[config.mk]
export PLATFORM = sky130hd
export DESIGN_NAME = serial_line_editor_masked_check_unit
export DESIGN_NICKNAME = d
export VERILOG_FILES = /design/src/rtl/core/slemc_pkg.sv /design/src/rtl/core/slemc_edit.sv /design/src/rtl/core/serial_line_editor_masked_check_unit.sv
export SDC_FILE = /design/constraint.sdc
export NUM_CORES = 1
export LEC_CHECK = 0
export BUFFER_PORTS_ARGS = -buffer_cell sky130_fd_sc_hd__buf_2
export CAP_MARGIN = 5
export CORE_MARGIN = 2
export CORE_UTILIZATION = 30
export DETAILED_ROUTE_END_ITERATION = 7
export GPL_ROUTABILITY_DRIVEN = 0
export MAX_ROUTING_LAYER = met4
export PLACE_DENSITY = 0.44
export SYNTH_ARGS = -nofsm -noshare
export SYNTH_HDL_FRONTEND = slang
export SYNTH_SLANG_ARGS = --single-unit
export TNS_END_PERCENT = 5
[constraint.sdc]
create_clock -name i_clk -period 3.3 [get_ports i_clk]
set_clock_uncertainty 0.15 [all_clocks]
set_input_delay 0.33 -clock i_clk [delete_from_list [all_inputs] [get_ports i_clk]]
set_output_delay 0.33 -clock i_clk [all_outputs]
set_load 0.03 [all_outputs]
[src/rtl/core/slemc_pkg.sv]
// package for the serial line editor with masked check
// holds payload structs, register indexes, character codes and sizes
// no dependencies
package slemc_pkg;

    localparam int LINE_MAX_DEF = 255;
    localparam int REF_MAX_DEF  = 8;
    localparam int MAX_RES      = 3;
    localparam int RES_CNT_W    = 2;
    localparam int CFG_IDX_W    = 2;
    localparam int CFG_DATA_W   = 64;
    localparam int REF_LEN_W    = 4;

    localparam logic [CFG_IDX_W-1:0] REG_USER_REF     = 2'd0;
    localparam logic [CFG_IDX_W-1:0] REG_USER_REF_LEN = 2'd1;
    localparam logic [CFG_IDX_W-1:0] REG_PASS_REF     = 2'd2;
    localparam logic [CFG_IDX_W-1:0] REG_PASS_REF_LEN = 2'd3;

    localparam logic [CFG_DATA_W-1:0] REF_RESET     = 64'd474214788972;
    localparam logic [REF_LEN_W-1:0]  REF_LEN_RESET = 4'd5;

    localparam logic [7:0] CH_ESC   = 8'h1B;
    localparam logic [7:0] CH_CR    = 8'h0D;
    localparam logic [7:0] CH_LF    = 8'h0A;
    localparam logic [7:0] CH_BS    = 8'h08;
    localparam logic [7:0] CH_DEL   = 8'h7F;
    localparam logic [7:0] CH_SPACE = 8'h20;
    localparam logic [7:0] CH_STAR  = 8'h2A;

    typedef struct packed {
        logic [7:0] rx_byte;
        logic       mode;
    } t_in;

    typedef struct packed {
        logic [7:0] tx_byte;
        logic       last;
        logic       line_done;
        logic       line_full;
        logic       line_match;
        logic [7:0] line_length;
    } t_out;

    typedef struct packed {
        logic [7:0] count;
        logic [1:0] skip;
    } t_edit_state;

endpackage

[src/rtl/core/slemc_edit.sv]
// combinational line edit step: next state, echo items and match check
// depends on slemc_pkg
module slemc_edit #(
    parameter int LINE_MAX = slemc_pkg::LINE_MAX_DEF,
    parameter int REF_MAX  = slemc_pkg::REF_MAX_DEF
) (
    input  slemc_pkg::t_in                        i_item,
    input  slemc_pkg::t_edit_state                i_state,
    input  logic [7:0]                            i_prefix [REF_MAX],
    input  logic [slemc_pkg::CFG_DATA_W-1:0]      i_user_ref,
    input  logic [slemc_pkg::REF_LEN_W-1:0]       i_user_len,
    input  logic [slemc_pkg::CFG_DATA_W-1:0]      i_pass_ref,
    input  logic [slemc_pkg::REF_LEN_W-1:0]       i_pass_len,
    output slemc_pkg::t_edit_state                o_state,
    output logic [7:0]                            o_prefix [REF_MAX],
    output slemc_pkg::t_out                       o_res [slemc_pkg::MAX_RES],
    output logic [slemc_pkg::RES_CNT_W-1:0]       o_nres
);

    logic [7:0]                         c;
    logic [7:0]                         echo;
    logic [8:0]                         inc;
    logic [7:0]                         cmp_count;
    logic                               is_eol;
    logic [slemc_pkg::CFG_DATA_W-1:0]   sel_ref;
    logic [slemc_pkg::REF_LEN_W-1:0]    sel_len;
    logic                               match;

    assign c       = i_item.rx_byte;
    assign echo    = i_item.mode ? c : slemc_pkg::CH_STAR;
    assign inc     = {1'b0, i_state.count} + 9'd1;
    assign is_eol  = (c == slemc_pkg::CH_CR) || (c == slemc_pkg::CH_LF);
    assign sel_ref = i_item.mode ? i_user_ref : i_pass_ref;
    assign sel_len = i_item.mode ? i_user_len : i_pass_len;
    assign cmp_count = is_eol ? i_state.count : inc[7:0];

    // prefix with the new character, stored only while below the prefix depth
    always_comb begin
        for (int k = 0; k < REF_MAX; k++) begin
            o_prefix[k] = i_prefix[k];
            if (i_state.skip == 2'd0 && c != slemc_pkg::CH_ESC && !is_eol &&
                c != slemc_pkg::CH_BS && c != slemc_pkg::CH_DEL &&
                i_state.count == 8'(k)) begin
                o_prefix[k] = c;
            end
        end
    end

    always_comb begin
        match = (sel_len <= slemc_pkg::REF_LEN_W'(REF_MAX)) &&
                (cmp_count == {4'd0, sel_len});
        for (int k = 0; k < REF_MAX; k++) begin
            if (slemc_pkg::REF_LEN_W'(k) < sel_len && o_prefix[k] != sel_ref[8*k +: 8]) begin
                match = 1'b0;
            end
        end
    end

    always_comb begin
        o_state = i_state;
        o_nres  = '0;
        for (int k = 0; k < slemc_pkg::MAX_RES; k++) begin
            o_res[k] = '0;
        end
        priority if (i_state.skip != 2'd0) begin
            o_state.skip = i_state.skip - 2'd1;
        end else if (c == slemc_pkg::CH_ESC) begin
            o_state.skip = 2'd2;
        end else if (is_eol) begin
            o_res[0] = '{slemc_pkg::CH_CR, 1'b0, 1'b1, 1'b0, match, i_state.count};
            o_res[1] = '{slemc_pkg::CH_LF, 1'b1, 1'b1, 1'b0, match, i_state.count};
            o_state.count = '0;
            o_nres = 2'd2;
        end else if (c == slemc_pkg::CH_BS || c == slemc_pkg::CH_DEL) begin
            if (i_state.count != 8'd0) begin
                o_state.count = i_state.count - 8'd1;
                o_res[0] = '{slemc_pkg::CH_BS, 1'b0, 1'b0, 1'b0, 1'b0, 8'd0};
                o_res[1] = '{slemc_pkg::CH_SPACE, 1'b0, 1'b0, 1'b0, 1'b0, 8'd0};
                o_res[2] = '{slemc_pkg::CH_BS, 1'b1, 1'b0, 1'b0, 1'b0, 8'd0};
                o_nres = 2'd3;
            end
        end else if (inc >= 9'(LINE_MAX)) begin
            o_res[0] = '{echo, 1'b0, 1'b1, 1'b1, match, inc[7:0]};
            o_res[1] = '{slemc_pkg::CH_CR, 1'b0, 1'b1, 1'b1, match, inc[7:0]};
            o_res[2] = '{slemc_pkg::CH_LF, 1'b1, 1'b1, 1'b1, match, inc[7:0]};
            o_state.count = '0;
            o_nres = 2'd3;
        end else begin
            o_res[0] = '{echo, 1'b1, 1'b0, 1'b0, 1'b0, 8'd0};
            o_state.count = inc[7:0];
            o_nres = 2'd1;
        end
    end

endmodule

[src/rtl/core/serial_line_editor_masked_check_unit.sv]
// top level of the serial line editor with masked echo and word check
// depends on slemc_pkg and slemc_edit
//
// Each received byte is taken into an input register and edited in one pass;
// its echo items (none to three) are loaded into a three-entry output shift
// register and sent one per cycle while i_ready is high. A byte that yields no
// echo does not use the output port; a byte with echoes holds the output port
// until each is accepted, as the port carries a single item at a time. The next
// byte is loaded in the cycle in which the last echo of the previous one is
// accepted. Configuration writes take effect at the next edge.
module serial_line_editor_masked_check_unit #(
    parameter int LINE_MAX = slemc_pkg::LINE_MAX_DEF,
    parameter int REF_MAX  = slemc_pkg::REF_MAX_DEF
) (
    input  logic                                i_clk,
    input  logic                                i_rst_n,
    input  logic                                i_valid,
    output logic                                o_ready,
    input  slemc_pkg::t_in                      i_in,
    output logic                                o_valid,
    input  logic                                i_ready,
    output slemc_pkg::t_out                     o_out,
    input  logic                                i_cfg_we,
    input  logic [slemc_pkg::CFG_IDX_W-1:0]     i_cfg_idx,
    input  logic [slemc_pkg::CFG_DATA_W-1:0]    i_cfg_data
);

    logic                                   r_in_valid;
    slemc_pkg::t_in                         r_in;
    slemc_pkg::t_edit_state                 r_state;
    slemc_pkg::t_edit_state                 n_state;
    logic [7:0]                             r_prefix [REF_MAX];
    logic [7:0]                             n_prefix [REF_MAX];
    slemc_pkg::t_out                        r_res [slemc_pkg::MAX_RES];
    slemc_pkg::t_out                        n_res [slemc_pkg::MAX_RES];
    logic [slemc_pkg::RES_CNT_W-1:0]        r_cnt;
    logic [slemc_pkg::RES_CNT_W-1:0]        n_nres;
    logic [slemc_pkg::CFG_DATA_W-1:0]       r_user_ref;
    logic [slemc_pkg::REF_LEN_W-1:0]        r_user_len;
    logic [slemc_pkg::CFG_DATA_W-1:0]       r_pass_ref;
    logic [slemc_pkg::REF_LEN_W-1:0]        r_pass_len;
    logic                                   out_fire;
    logic                                   load;

    assign o_valid  = (r_cnt != '0);
    assign o_out    = r_res[0];
    assign out_fire = o_valid && i_ready;
    assign load     = r_in_valid && ((r_cnt == '0) || (r_cnt == 2'd1 && out_fire));
    assign o_ready  = !r_in_valid || load;

    slemc_edit #(
        .LINE_MAX (LINE_MAX),
        .REF_MAX  (REF_MAX)
    ) u_edit (
        .i_item     (r_in),
        .i_state    (r_state),
        .i_prefix   (r_prefix),
        .i_user_ref (r_user_ref),
        .i_user_len (r_user_len),
        .i_pass_ref (r_pass_ref),
        .i_pass_len (r_pass_len),
        .o_state    (n_state),
        .o_prefix   (n_prefix),
        .o_res      (n_res),
        .o_nres     (n_nres)
    );

    always_ff @(posedge i_clk) begin
        if (!i_rst_n) begin
            r_user_ref <= slemc_pkg::REF_RESET;
            r_user_len <= slemc_pkg::REF_LEN_RESET;
            r_pass_ref <= slemc_pkg::REF_RESET;
            r_pass_len <= slemc_pkg::REF_LEN_RESET;
        end else if (i_cfg_we) begin
            unique case (i_cfg_idx)
                slemc_pkg::REG_USER_REF:     r_user_ref <= i_cfg_data;
                slemc_pkg::REG_USER_REF_LEN: r_user_len <= i_cfg_data[slemc_pkg::REF_LEN_W-1:0];
                slemc_pkg::REG_PASS_REF:     r_pass_ref <= i_cfg_data;
                slemc_pkg::REG_PASS_REF_LEN: r_pass_len <= i_cfg_data[slemc_pkg::REF_LEN_W-1:0];
                default: ;
            endcase
        end
    end

    always_ff @(posedge i_clk) begin
        if (!i_rst_n) begin
            r_in_valid <= 1'b0;
            r_state    <= '0;
            r_cnt      <= '0;
        end else begin
            if (o_ready) begin
                r_in_valid <= i_valid;
            end
            if (load) begin
                r_state <= n_state;
                r_cnt   <= n_nres;
            end else if (out_fire) begin
                r_cnt <= r_cnt - 2'd1;
            end
        end
    end

    // payload: input register, prefix and echo shift register
    always_ff @(posedge i_clk) begin
        if (o_ready && i_valid) begin
            r_in <= i_in;
        end
        if (load) begin
            r_prefix <= n_prefix;
            r_res    <= n_res;
        end else if (out_fire) begin
            for (int k = 0; k < slemc_pkg::MAX_RES - 1; k++) begin
                r_res[k] <= r_res[k+1];
            end
        end
    end

`ifndef SYNTHESIS
    a_cnt_range: assert property (@(posedge i_clk) disable iff (!i_rst_n)
        r_cnt <= 2'(slemc_pkg::MAX_RES))
        else $error("echo count out of range");

    a_last_tail: assert property (@(posedge i_clk) disable iff (!i_rst_n)
        o_valid |-> (o_out.last == (r_cnt == 2'd1)))
        else $error("last flag not on final echo item");

    a_skip_silent: assert property (@(posedge i_clk) disable iff (!i_rst_n)
        (load && r_state.skip != 2'd0) |=> (r_cnt == '0))
        else $error("skipped byte produced echo");

    a_count_below_max: assert property (@(posedge i_clk) disable iff (!i_rst_n)
        9'({1'b0, r_state.count}) < 9'(LINE_MAX))
        else $error("line count reached maximum without ending line");
`endif

endmodule
==> results of run 1 <==
## state kept, by name (all words and copies together), names as in the netlist
register	cells
r_prefix	64
r_pass_len	4
r_cnt	2
r_in	9
o_out	20
r_state	10
r_user_ref	64
r_in_valid	1
r_pass_ref	64
r_res	27
r_user_len	4
## worst max path at each step
stage / startpoint / endpoint
6_report: r_in[5]$_DFFE_PP_ / r_res[28]$_DFFE_PP_
3_5_place_dp: r_in[8]$_DFFE_PP_ / r_res[28]$_DFFE_PP_
2_1_floorplan: r_in[5]$_DFFE_PP_ / r_res[28]$_DFFE_PP_
3_3_place_gp: r_in[8]$_DFFE_PP_ / o_out[8]$_DFFE_PP_
5_1_grt: r_in[5]$_DFFE_PP_ / o_out[8]$_DFFE_PP_
4_1_cts: r_in[5]$_DFFE_PP_ / r_res[28]$_DFFE_PP_
## what timing repair did
| action | CTS | global route |
|---|---|---|
| setup endpoints to repair | 9 | 20 |
| hold buffers | 75 | 0 |
| endpoints found under the hold margin | 146 | 0 |
| resized for setup | 20 | 27 |
| pin swaps | 12 | 8 |
| setup buffers | 10 | 2 |
## cells by family after synthesis
family,Yosys count,synth area share [%]
buffers and inverters,132,4.50
muxes,113,8.89
AOI/OAI and AO/OA,257,12.6
and+or+nand+nor,606,20.8
DFF,269,48.5
xor gates and xnor gates,59,3.81
adders and majority gates,9,0.830
## where the power goes
part,internal [mW],total [mW],switching (mW)
clock,2.06,3.46,1.41
combinational,0.708,1.63,0.926
sequential,3.84,3.95,0.106
total,6.60,9.04,2.44
## placed cells by master (no fill, tap or decap), types with 38 or more instances in the layout
| cell type | netlist | final |
|---|---|---|
| sky130_fd_sc_hd__nor2_1 | 41 | 39 |
| sky130_fd_sc_hd__xnor2_1 | 38 | 38 |
| sky130_fd_sc_hd__a21boi_0 | 82 | 82 |
| sky130_fd_sc_hd__buf_4 | 21 | 194 |
| sky130_fd_sc_hd__a21oi_1 | 56 | 54 |
| sky130_fd_sc_hd__dfxtp_1 | 149 | 149 |
| sky130_fd_sc_hd__o21ai_0 | 47 | 39 |
| sky130_fd_sc_hd__mux2i_1 | 55 | 54 |
| sky130_fd_sc_hd__mux2_2 | 57 | 57 |
| sky130_fd_sc_hd__edfxtp_1 | 120 | 120 |
| sky130_fd_sc_hd__nand2_1 | 334 | 334 |
| sky130_fd_sc_hd__nand3_1 | 106 | 106 |
| sky130_fd_sc_hd__buf_2 | 10 | 100 |
| sky130_fd_sc_hd__dlygate4sd3_1 | 0 | 75 |
## worst max-delay path: stages (launching register included)
cell and delay (ns):
sky130_fd_sc_hd__edfxtp_1 0.43, sky130_fd_sc_hd__buf_4 0.16, sky130_fd_sc_hd__or4_4 0.52, sky130_fd_sc_hd__nor4_4 0.21, sky130_fd_sc_hd__o21a_4 0.22, sky130_fd_sc_hd__buf_4 0.15
sky130_fd_sc_hd__o21ai_1 0.08, sky130_fd_sc_hd__and3_1 0.17, sky130_fd_sc_hd__or4_4 0.52, sky130_fd_sc_hd__nor4_4 0.34, sky130_fd_sc_hd__o32ai_2 0.14, sky130_fd_sc_hd__nor4_4 0.33
sky130_fd_sc_hd__buf_4 0.16, sky130_fd_sc_hd__a21o_1 0.07
## stage by stage
stage / area, sq um / utilization [%] / cells / worst slack (ns) / hold slack [ns]
after detailed placement: 15900 / 35.7 / 2217 / -0.661 / 0.299
final: 17900 / 40.4 / 2361 / -0.463 / 0.0800
after global routing: 17900 / 40.4 / 2361 / -0.634 / 0.0940
after floorplan: 13600 / - / 1445 / -0.0419 / 0.279
after global placement: 15900 / 35.7 / 2217 / -0.680 / 0.297
after CTS: 17800 / 40.1 / 2359 / -0.507 / 0.0607
## area by class of cell
cell class	instances	area (sq um)	share of cell area [%]
inverters	18	67.6	0.377
flip-flops and latches	269	6590	36.7
well taps	592	741	4.13
clock inverters	16	131	0.732
repair buffers	381	2910	16.2
clock buffers	41	897	5.00
multi-input cells	1044	6600	36.8
## per-layer routing
layer | track usage [%] | up-vias | share of wire (%) | wire (microns)
met1 | 25.1 | 5427 | 51 | 20600
met2 | 27.2 | 204 | 44 | 17900
met4 | 4.50 | 0 | 2.2 | 913
li1 | - | 5672 | - | -
met5 | - | - | 0 | 0
met3 | 1.84 | 53 | 3.3 | 1350
==> results.txt, run 1 <==
The run finished, with violations left. The checks that failed: setup timing. The total I/O pin count came out at ~100. The number of buffers created by CTS is 31.

Summed over all cells, the static leakage comes to roughly 7.2 nW. The portion of synthesized cell area occupied by the leading cell type is 26.5%. Detailed routing inserted a total of ~11000 vias. The actual slew at the worst max-slew pin is around 0.97 ns. The time the final worst path needs with I/O delays and setup came out at ~3.8 ns. The longest clock path from root to sink contains 3 buffers.

The latest clock arrival within the worst-skew pair is 0.57 ns. The maximum VDD drop is 0.385 mV. The final critical path takes up 114% of the cycle.

The iteration-0 DRC count of the detailed router is 619. The number of iterations in the first detailed-routing pass came out at 5. The wire length reported by the detailed router is 40800 microns. Setup violations remaining at the end of the flow were counted as 3.

The area growth from synthesis to layout is 32.2%. The worst hold path belongs to the class in2reg. In this run, synthesis produced a sequential element count of roughly 270. The total power came out at approximately 9.0 mW. The area of the core is between 40000 and 50000 sq um. The maximum fanout along the worst path came out at 5. The number of max-slew violations in the final report came out at 0.

For this run the aggregate overflow at the end of global routing stands at 0. Data on the critical path is required at its endpoint by between 3 and 4 ns. The number of antenna violations at the first check in global routing came to 0. After synthesis, flip-flops and latches occupy about 49% of the total area. The post-synthesis instance area is 13600 sq um. In the synthesized netlist, the number of instances is roughly 1400. The first global-routing pass estimated 64000 microns of wire. Counting instances in the post-synthesis netlist gives the leading cell types as sky130_fd_sc_hd__nand2_1 (334), sky130_fd_sc_hd__dfxtp_1 (149), sky130_fd_sc_hd__edfxtp_1 (120). The number of placement rows is 77.

The global-route usage over all layers is 17.8%. The synthesized area divided by synthesized cell count is 9.39 sq um. The signal arrival time at the worst endpoint is just over 4 ns. The area of the die is about 47000 sq um.

The worst hold path begins at i_rst_n. The capture endpoint of the worst hold path is r_pass_len[0]$_SDFFE_PN1P_. The final net count is around 1800. The number of cell instances on the worst register-to-register path came out at 13. The power per cell area came out at between 500 and 600 nW/um^2. Across all setup checks in the final design, the least slack found is -0.463 ns. Across all register-to-register paths, the minimum setup slack is -0.46 ns.

Setup repair after global routing could not meet its margin everywhere. The filler cells instantiated in the layout total 4485. The wire length per cell is around 17 microns.

The clock transition at the registers of the reported paths is ~0.060 ns. STA classifies the critical path startpoint as a flip-flop. The total negative slack for setup checks came out at -1.19 ns. The number of routed nets with antenna violations came out at 0. The number of global-route vias before repair is between 10000 and 15000. The number of clock sinks seen by CTS is about 270. The worst setup path is captured at a flip-flop. The worst setup path is of the reg2reg kind. The most common flop cell mapped by yosys is sky130_fd_sc_hd__dfxtp_1.

The number of buffer cells added on primary ports is ~100. The number of enable flip-flop cells after synthesis is 120. Of all cell types, the one taking the most synthesized area is sky130_fd_sc_hd__edfxtp_1. The async set-or-reset flop fraction in the synthesized netlist came out at 0%. The HPWL after detailed placement is about 29000 microns. Yosys attributes the largest share of cell area to sky130_fd_sc_hd__edfxtp_1 (27%), sky130_fd_sc_hd__dfxtp_1 (22%), sky130_fd_sc_hd__nand2_1 (9.2%).

The TritonCTS clock tree is done. The worst slew slack as a fraction of its limit came out at around a third. The number of vias per cell after detailed routing is around 4.8.

The post-route DRC violation count came out at 0. The effective utilization at floorplan came out at a little under a third. The number of maximum-capacitance violations is 0. Along the worst hold path, the cell count comes to 2. In this run the critical register-to-register path is captured at r_res[28]$_DFFE_PP_. The startpoint of the worst-slack reg-to-reg timing path is r_in[5]$_DFFE_PP_. The total count of hold-check failures in the final report came out at 0. The die is between 200 and 250 microns tall. The tree is rooted in a sky130_fd_sc_hd__clkbuf_16. The most common cell in the synthesized netlist is sky130_fd_sc_hd__nand2_1. For this run, the number of Yosys warnings is 0. The highest achievable clock rate is roughly 270 MHz. The die boundary width came out at roughly 220 microns.

The number of H-tree levels is 1. The total inserted antenna cells came out at 0. The unique cell type count in the Yosys netlist came out at 74. The synthesized net count is approximately 1500.

The maximum number of pins on one net before global-route repair came out at 65. The layout cell share with drive strength beyond 1 is between 20% and 30%.
Note: power is estimated with default switching activity, not from simulation.
==> run 2: changes to the inputs <==
--- a/config.mk
+++ b/config.mk
@@ -5,7 +5,7 @@
 export SDC_FILE = /design/constraint.sdc
 export NUM_CORES = 1
 export LEC_CHECK = 0
-export BUFFER_PORTS_ARGS = -buffer_cell sky130_fd_sc_hd__buf_2
+export BUFFER_PORTS_ARGS = -buffer_cell sky130_fd_sc_hd__buf_4
 export CAP_MARGIN = 5
 export CORE_MARGIN = 2
 export CORE_UTILIZATION = 30
==> run 2 against run 1 <==
  * The run still ends with setup timing left
  * Sequential share of layout area fell by 1.0 points
  * Clock-buffer cell count increased by 3
  * Final area up 2.9%
  * Clock power grew 9.8%
  * Register-to-register slack better by 0.12 ns
  * Critical path type unchanged
  * Setup slack improved by 0.12 ns
  * Power rose by 4.4%
  * Wire length rose by 2.6%
  * Sequential power about the same
==> results.txt, run 2 (synthesis gave the netlist of run 1 again) <==
The layout filler cell count came out at ~4400. The estimated wirelength of the detail-placed design came out at approximately 29000 microns. The repair_antennas step left the layout with diodes totalling 0.

Data arrives at the worst endpoint at around 4 ns. The final number of setup-violating endpoints is 3. In this run the tightest slew margin relative to its limit is about 34%. The layout cell share with drive strength beyond 1 is between 20% and 30%. Once layout is complete, the cells apart from fillers number 2365. The total count of hold-check failures in the final report is 0. The area of the core is approximately 44000 sq um. The capture endpoint of the worst hold path is r_in_valid$_SDFFE_PN0N_. Tracing the worst setup path back leads to its startpoint at r_in[6]$_DFFE_PP_. Row generation in the floorplan step produced 77 rows. The routed layout has approximately 11000 vias. No sink is reached through more buffers than the 3 on the longest clock path. The worst setup path is launched from a flip-flop. The final cell area excluding filler cells is between 15000 and 20000 sq um. The post-placement cell area came out at ~16000 sq um.

The maximum fanout along the worst path came out at 5. The checks that failed: setup timing. The worst hold path passes through 4 cells. The worst hold path belongs to the class in2reg. The startpoint of the worst-slack reg-to-reg timing path is r_in[6]$_DFFE_PP_.

The number of antenna violations at the first check in global routing came to 0. The utilization after layout came out at between 40% and 50%. The total power is 9.44 mW. Summed over all layers, the global routing overflow is 0. The number of maximum-capacitance violations came out at 0. The number of vias per cell after detailed routing came out at between 4 and 5. The time the final worst path needs with I/O delays and setup came out at 3.64 ns. The endpoint of the most critical register-to-register path is r_res[28]$_DFFE_PP_.

TritonCTS built the clock tree. Relative to the synthesized area, the layout overhead comes to 36.0%. The first global-routing pass estimated 65800 microns of wire. The final period utilization came out at 110%. The maximum number of pins on one net before global-route repair is 68. The final net count came out at around 1800. Static timing analysis puts the maximum clock frequency at 275 MHz. The number of buffers created by CTS came out at 34. The clock transition at the registers of the reported paths is roughly 0.060 ns. The run finished, with violations left. The iteration-0 DRC count of the detailed router is between 600 and 700. In this run the remaining antenna-violating nets after routing total 0.

The setup slack of the worst register-to-register path came out at -0.34 ns. The wire length per cell is roughly 18 microns. The number of H-tree levels is 2.

The actual slew at the worst max-slew pin is just under 1 ns. The largest registers in the layout are r_pass_ref: 64 flops, r_prefix: 64 flops, r_user_ref: 64 flops. The die boundary width came out at 217 microns.

The global-route usage over all layers is between 10% and 20%. The power per cell area came out at around 510 nW/um^2. The number of buffer cells added on primary ports is roughly 100. The critical path class is reg2reg. The sequential cells in the finished layout cover a total of 6590 sq um.

The post-route DRC violation count is 0. The required time at the endpoint of the critical path is approximately 3.6 ns. The number of max-slew violations in the final report is 0.

For this design, the sink count on the clock tree is between 200 and 300. The library cell used most frequently in the layout, excluding fill and tap cells, is sky130_fd_sc_hd__nand2_1. The analysis attributes to cell leakage a power of between 7 and 8 nW. The clock reaches the later pin of the worst-skew pair after roughly 0.55 ns. In this run, placement finished with an instance count of between 2000 and 2500. Setup repair after global routing could not meet its margin everywhere. Leaving out fill and tap cells, the most frequent cells in the layout are sky130_fd_sc_hd__nand2_1 (334), sky130_fd_sc_hd__buf_4 (280), sky130_fd_sc_hd__dfxtp_1 (149). The number of iterations in the first detailed-routing pass came out at 5. STA classifies the critical path endpoint as a flip-flop. The footprint of the multi-input gates came out at ~6700 sq um. In this run the most critical hold path is launched from i_ready.

The number of global-route vias before repair is around 11000. The tree is rooted in a sky130_fd_sc_hd__clkbuf_16. around 100 I/O pins were placed. The floorplan step defined a die boundary enclosing ~47000 sq um. The wire length reported by the detailed router is between 40000 and 50000 microns. The maximum VDD drop came out at 0.328 mV.

The number of cell instances on the worst register-to-register path is 12. The effective utilization at floorplan came out at between 30% and 40%. From bottom edge to top edge, the die measures approximately 220 microns. The final worst-path setup slack came out at -0.341 ns.
==> run 2: cell types whose count changed in the layout (fill, tap and decap cells not counted), moves of 5 or more <==
cell	delta
sky130_fd_sc_hd__buf_2	-100
sky130_fd_sc_hd__buf_4	+86
sky130_fd_sc_hd__buf_6	+13
sky130_fd_sc_hd__nand3_1	-6
sky130_fd_sc_hd__nand3_2	+6
sky130_fd_sc_hd__clkbuf_8	+5
sky130_fd_sc_hd__o21ai_0	-5
==> run 2: area by class of cell <==
| type | count | share of cell area [%] |
|---|---|---|
| Multi-Input combinational cell | 1045 | 36.4 |
| Sequential cell | 269 | 35.7 |
| Clock inverter | 17 | 0.976 |
| Tap cell | 592 | 4.01 |
| Timing Repair Buffer | 380 | 17.4 |
| Inverter | 18 | 0.366 |
| Clock buffer | 44 | 5.19 |
==> run 2: worst max-delay path, cell delays in order, from the launching register on <==
cell and delay [ns]:
sky130_fd_sc_hd__edfxtp_1 0.46, sky130_fd_sc_hd__buf_6 0.16, sky130_fd_sc_hd__or4b_4 0.57, sky130_fd_sc_hd__o2111ai_4 0.33, sky130_fd_sc_hd__o21ai_2 0.13, sky130_fd_sc_hd__and3_1 0.15
sky130_fd_sc_hd__or4_4 0.52, sky130_fd_sc_hd__nor4_4 0.26, sky130_fd_sc_hd__buf_4 0.18, sky130_fd_sc_hd__a31oi_4 0.09, sky130_fd_sc_hd__nor4_2 0.27, sky130_fd_sc_hd__buf_4 0.16
sky130_fd_sc_hd__a21o_1 0.08
==> run 2: worst max-delay path by stage <==
stage                                     end  slack, ns  cells after the start
after floorplan           r_res[28]$_DFFE_PP_      -0.04                     12
after global placement     o_out[8]$_DFFE_PP_      -0.53                     13
after detailed placement  r_res[28]$_DFFE_PP_      -0.53                     13
after CTS                  o_out[8]$_DFFE_PP_      -0.34                     13
after global routing       o_out[8]$_DFFE_PP_      -0.53                     14
final                     r_res[28]$_DFFE_PP_      -0.34                     12
==> run 2: power breakdown <==
group	switching [mW]	internal, mW
sequential	0.112	3.84
clock	1.50	2.29
combinational	0.935	0.758
==> run 2: repair_timing <==
action / CTS / global route
pin swaps: 17 / 30
hold endpoints to repair: 146 / 0
buffers inserted: 18 / 12
hold buffers: 74 / 0
endpoints found under the setup margin: 3 / 17
gates cloned: 2 / 0
gates resized for setup: 34 / 53
==> run 2: per-layer routing <==
metal,share of wire [%],GRT usage [%],wire [microns]
met5,0,-,0
met2,45,28.1,18800
met1,49,25.9,20600
met4,2.1,5.11,864
met3,3.8,2.33,1600
==> run 2: stage by stage <==
stage	worst slack [ns]	hold slack, ns	setup TNS [ns]
5_1_grt	-0.534	0.0791	-1.42
3_3_place_gp	-0.534	0.297	-1.25
4_1_cts	-0.337	0.0226	-0.910
3_5_place_dp	-0.533	0.301	-1.31
2_1_floorplan	-0.0419	0.279	-0.0837
6_report	-0.341	0.0459	-0.872
